<file path="config.mk">
export PLATFORM = sky130hd
export DESIGN_NAME = onr_sqrt
export DESIGN_NICKNAME = d
export VERILOG_FILES = /design/src/sv/onr_pkg.sv /design/src/sv/onr_sqrt.sv
export SDC_FILE = /design/constraint.sdc
export NUM_CORES = 1
export LEC_CHECK = 0
export BUFFER_PORTS_ARGS = -buffer_cell sky130_fd_sc_hd__buf_2
export CORE_UTILIZATION = 57
export DETAILED_ROUTE_END_ITERATION = 7
export GPL_ROUTABILITY_DRIVEN = 0
export PLACE_DENSITY = 0.76
export SKIP_CTS_REPAIR_TIMING = 1
export SLEW_MARGIN = 10
export SYNTH_ARGS = -nofsm -noshare
export SYNTH_HDL_FRONTEND = slang
export SYNTH_SLANG_ARGS = --single-unit
</file>
<file path="constraint.sdc">
create_clock -name clk_i -period 7.2 [get_ports clk_i]
set_input_delay 0 -clock clk_i [delete_from_list [all_inputs] [get_ports clk_i]]
set_output_delay 0 -clock clk_i [all_outputs]
set_load 0.1 [all_outputs]
</file>
<file path="src/sv/onr_pkg.sv">
// Shared widths, constants and register codes for the Oren-Nayar diffuse factor block.
// Used by the channel interfaces, the root and divider pipelines and the top level.
package onr_pkg;

  localparam int IN_W      = 16;
  localparam int IN_FRAC   = 14;
  localparam int OUT_FRAC  = 16;
  localparam int GAIN_W    = 17;
  localparam int GAIN_FRAC = 16;
  localparam int FACTOR_W  = 25;
  localparam int TERM_SH   = GAIN_FRAC + IN_FRAC - OUT_FRAC;

  // Cosine cutoff: ceil(0.9999 * 2^IN_FRAC)
  localparam logic signed [IN_W-1:0] COS_LIMIT =
    IN_W'(((9999 << IN_FRAC) + 9999) / 10000);

  localparam logic [GAIN_W-1:0] GAIN_A_RST = GAIN_W'(65536);
  localparam logic [GAIN_W-1:0] GAIN_B_RST = '0;

  // Square root pipeline: operand, root and partial remainder widths
  localparam int SQ_IN_W  = 34;
  localparam int SQ_OUT_W = 17;
  localparam int SQ_REM_W = 20;

  // Divider pipeline: dividend, divisor and quotient widths
  localparam int DIV_N_W = 48;
  localparam int DIV_D_W = 34;
  localparam int DIV_Q_W = 29;

  // Sideband carried alongside the root and divider pipelines
  localparam int TAG_W = 40;

  typedef enum logic [0:0] {
    REG_GAIN_A = 1'b0,
    REG_GAIN_B = 1'b1
  } cfg_reg_e;

endpackage

</file>
<file path="src/sv/onr_sqrt.sv">
// Pipelined integer floor square root, one root bit per stage, with sideband tag.
// Depends on onr_pkg for widths.
module onr_sqrt (
  input  logic                         clk_i,
  input  logic                         rst_ni,
  input  logic                         en_i,
  input  logic                         valid_i,
  input  logic [onr_pkg::SQ_IN_W-1:0]  op_i,
  input  logic [onr_pkg::TAG_W-1:0]    tag_i,
  output logic                         valid_o,
  output logic [onr_pkg::SQ_OUT_W-1:0] root_o,
  output logic [onr_pkg::TAG_W-1:0]    tag_o
);

  localparam int N  = onr_pkg::SQ_OUT_W;
  localparam int RW = onr_pkg::SQ_REM_W;

  logic [N-1:0]                vld_q;
  logic [onr_pkg::SQ_IN_W-1:0] op_q   [N];
  logic [RW-1:0]               rem_q  [N];
  logic [N-1:0]                root_q [N];
  logic [onr_pkg::TAG_W-1:0]   tag_q  [N];

  for (genvar s = 0; s < N; s++) begin : g_stage
    logic                        vld_p;
    logic [onr_pkg::SQ_IN_W-1:0] op_p;
    logic [RW-1:0]               rem_p;
    logic [N-1:0]                root_p;
    logic [onr_pkg::TAG_W-1:0]   tag_p;
    logic [RW+1:0]               rem_sh;
    logic [RW+1:0]               trial;
    logic [RW-1:0]               rem_d;
    logic [N-1:0]                root_d;

    if (s == 0) begin : g_first
      assign vld_p  = valid_i;
      assign op_p   = op_i;
      assign rem_p  = '0;
      assign root_p = '0;
      assign tag_p  = tag_i;
    end else begin : g_next
      assign vld_p  = vld_q[s-1];
      assign op_p   = op_q[s-1];
      assign rem_p  = rem_q[s-1];
      assign root_p = root_q[s-1];
      assign tag_p  = tag_q[s-1];
    end

    always_comb begin
      rem_sh = {rem_p, op_p[2*(N-1-s)+1 -: 2]};
      trial  = (RW+2)'({root_p, 2'b01});
      if (rem_sh >= trial) begin
        rem_d  = RW'(rem_sh - trial);
        root_d = {root_p[N-2:0], 1'b1};
      end else begin
        rem_d  = RW'(rem_sh);
        root_d = {root_p[N-2:0], 1'b0};
      end
    end

    always_ff @(posedge clk_i or negedge rst_ni) begin
      if (!rst_ni) begin
        vld_q[s] <= 1'b0;
      end else if (en_i) begin
        vld_q[s] <= vld_p;
      end
    end

    always_ff @(posedge clk_i) begin
      if (en_i) begin
        op_q[s]   <= op_p;
        rem_q[s]  <= rem_d;
        root_q[s] <= root_d;
        tag_q[s]  <= tag_p;
      end
    end
  end

  assign valid_o = vld_q[N-1];
  assign root_o  = root_q[N-1];
  assign tag_o   = tag_q[N-1];

endmodule

</file>
==> flow_summary.json <==
{
  "grt_max_degree": 184,
  "ys_top_cells_by_area": "edfxtp_1 (77%), ha_1 (3.9%), xnor2_1 (1.9%)",
  "syn-num-nets": 3538,
  "synth_edf_count": 1402,
  "postSynthRegisterBits": 1419,
  "wire_per_inst_um": 16.2,
  "antennaDiodeCount": 0,
  "fin_tns_setup_ps": 0,
  "cts_tree": "built",
  "hold_class": "input pin to flop",
  "clock_sinks": 1419,
  "p_leak_nw": 23.2,
  "dpl.hpwl_mm": 50.2,
  "path_max_fanout": 25,
  "nets": 3933,
  "num_io_pins": 136,
  "htreeDepth": 4,
  "report.final.slew_viol_count": 0,
  "grt_pass1_vias": 26500,
  "rsz0062_at_grt": "no",
  "run_status": "finished clean",
  "p_per_area_nw_per_um2": 303,
  "worst_slack_ps": 3680,
  "cts.reportedPaths.clkPinSlew_ps": 60,
  "setup_viol": 0,
  "pre_cts_ws_ps": 3720,
  "drc": 0,
  "synth_flop_cell": "edfxtp_1",
  "antenna_left": 0,
  "num_rows": 113,
  "fin_crit_sh": 0.489,
  "numCtsBuffers": 142,
  "fin_skew_ps": 30.1,
  "yosysTopAreaCell": "edfxtp_1",
  "worstSetupPathType": "flop to flop",
  "syn-cell-area_um2": 54800,
  "synth_cell_type_count": 91,
  "required_ps": 7650,
  "drive_gt1_frac": 0.111,
  "fillers": 6352,
  "syn_avg_cell_area_um2": 16.7,
  "cp-end-kind": "flop",
  "final-seq-area_um2": 42500,
  "dr.first_iter.drc_count": 1880,
  "grt_pass1_wl_mm": 128,
  "die_w_um": 312,
  "hold_viol_final": 0,
  "async_flop_share": 0.0120,
  "irDropWorstVdd_uv": 219,
  "cap_violations": 0,
  "routed_wl_mm": 81.9,
  "period_needed_ps": 3520,
  "worst_pin_slew_ps": 1130,
  "critical_path_arrival_ps": 3970,
  "netlist.area_leader.share": 0.768,
  "die_y_um": 312,
  "vias": 27200,
  "fmax_mhz": 284,
  "clk_latency_ps": 740,
  "relSlewSlack": 0.247,
  "multiInputGateArea_um2": 11300,
  "numPortBuffers": 135,
  "syn_inst": 3289,
  "start_util": 0.576,
  "ctsRootBufferMaster": "clkbuf_16",
  "overflow": 0,
  "routed_via_density": 5.37,
  "start_kind": "flop",
  "coreArea_um2": 95200,
  "area_growth_pct": 15.0,
  "antenna_found_initial": 0,
  "gr-usage-all-layers": 0.164,
  "cts_buffer_depth": 3,
  "dr.pass1.iters": 7,
  "die_area_um2": 97400,
  "yosysWarningCount": 0,
  "synth-seq-area-share": 0.776
}
[final timing paths]
kind	cells past startpoint	start	to	slack (ps)
max reg2reg	8	rem_q[0][243]	rem_q[0][277]	3680
min reg2reg	0	op_q[0][50]	op_q[0][84]	400
min in group asynchronous	3	rst_ni	g_stage[16].vld_p	430
min	2	op_i[11]	op_q[0][11]	20
max in group asynchronous	3	rst_ni	g_stage[10].vld_p	6250
max	8	rem_q[0][243]	rem_q[0][277]	3680
[registers in the layout (all words and copies together) (netlist names)]
name / cells
g_stage.vld_p: 16
valid_o: 1
op_q: 272
root_q: 153
rem_q: 297
tag_q: 680
[synth_stat cells (41+ instances only)]
| cell type | instances |
|---|---|
| edfxtp_1 | 1402 |
| inv_1 | 208 |
| ha_1 | 171 |
| nor2_1 | 166 |
| a21oi_1 | 157 |
| nand2_1 | 138 |
| o21ai_0 | 117 |
| xnor2_1 | 116 |
| xor2_1 | 106 |
| nor3_1 | 54 |
| a21o_1 | 51 |
| nand3_1 | 49 |
| mux2_2 | 42 |
| nand2b_1 | 41 |
[cells by family after synthesis]
| group | share of synthesized area |
|---|---|
| adder cells (fa/ha/maj) | 0.0390 |
| other | 0.0000684 |
| flip-flops | 0.776 |
| AND/OR/NAND/NOR | 0.0602 |
| AO/OA/AOI/OAI | 0.0609 |
| multiplexers | 0.00975 |
| XOR/XNOR | 0.0355 |
| buffers and inverters | 0.0184 |
[final cells by class]
class | count | share of cell area
inverters | 211 | 0.0126
well taps | 1265 | 0.0251
clock inverters | 73 | 0.0117
multi-input cells | 1608 | 0.179
clock buffers | 181 | 0.0592
flip-flops and latches | 1419 | 0.675
repair buffers | 302 | 0.0380
[critical path: stages, from the launching register on]
cell and delay (ps):
edfxtp_1 410, ha_1 390, and3_1 220, nand4b_1 170, o31ai_1 450, a211o_1 730
o221ai_1 380, nor4_1 340, xor2_1 130
[report_power, final]
part | switching, mW | internal, mW
clock network | 2.98 | 4.00
registers | 0.327 | 9.94
logic | 1.12 | 0.764
total | 4.42 | 14.7
[layout by cell type, fill, tap and decap left out, types with 17 or more instances in the layout]
cell type         n
a211oi_1         18
a21o_1           51
a21oi_1         157
buf_2           134
clkbuf_1         37
clkbuf_16       143
clkinv_1         34
dfrtp_1          17
dlygate4sd3_1   149
edfxtp_1       1402
ha_1            171
inv_1           208
mux2_2           42
nand2_1         138
nand2b_1         41
nand3_1          49
nand4_1          23
nor2_1          166
nor2b_1          22
nor3_1           53
nor4_1           35
o21a_1           34
o21ai_0         117
or3_1            30
or4_1            20
xnor2_1         116
xor2_1          106
[per-layer routing]
layer,vias up,share of wire,track usage
met5,-,0,0
met4,0,0.038,0.0805
met3,205,0.039,0.0331
met2,572,0.54,0.301
met1,13100,0.38,0.181
li1,13300,-,-
[through the flow]
step	hold slack (ps)	utilization	instance area [um^2]	instances	total power, mW
after CTS	-887	0.647	61500	4910	19.3
after detailed placement	-51.7	0.600	57100	4656	12.2
after global placement	-80.9	0.600	57100	4656	12.1
after floorplan	-296	-	54800	3289	11.6
final	15.2	0.662	63000	5059	19.1
after global routing	-6.62	0.662	63000	5059	19.9
Note: power is estimated with default switching activity, not from simulation.
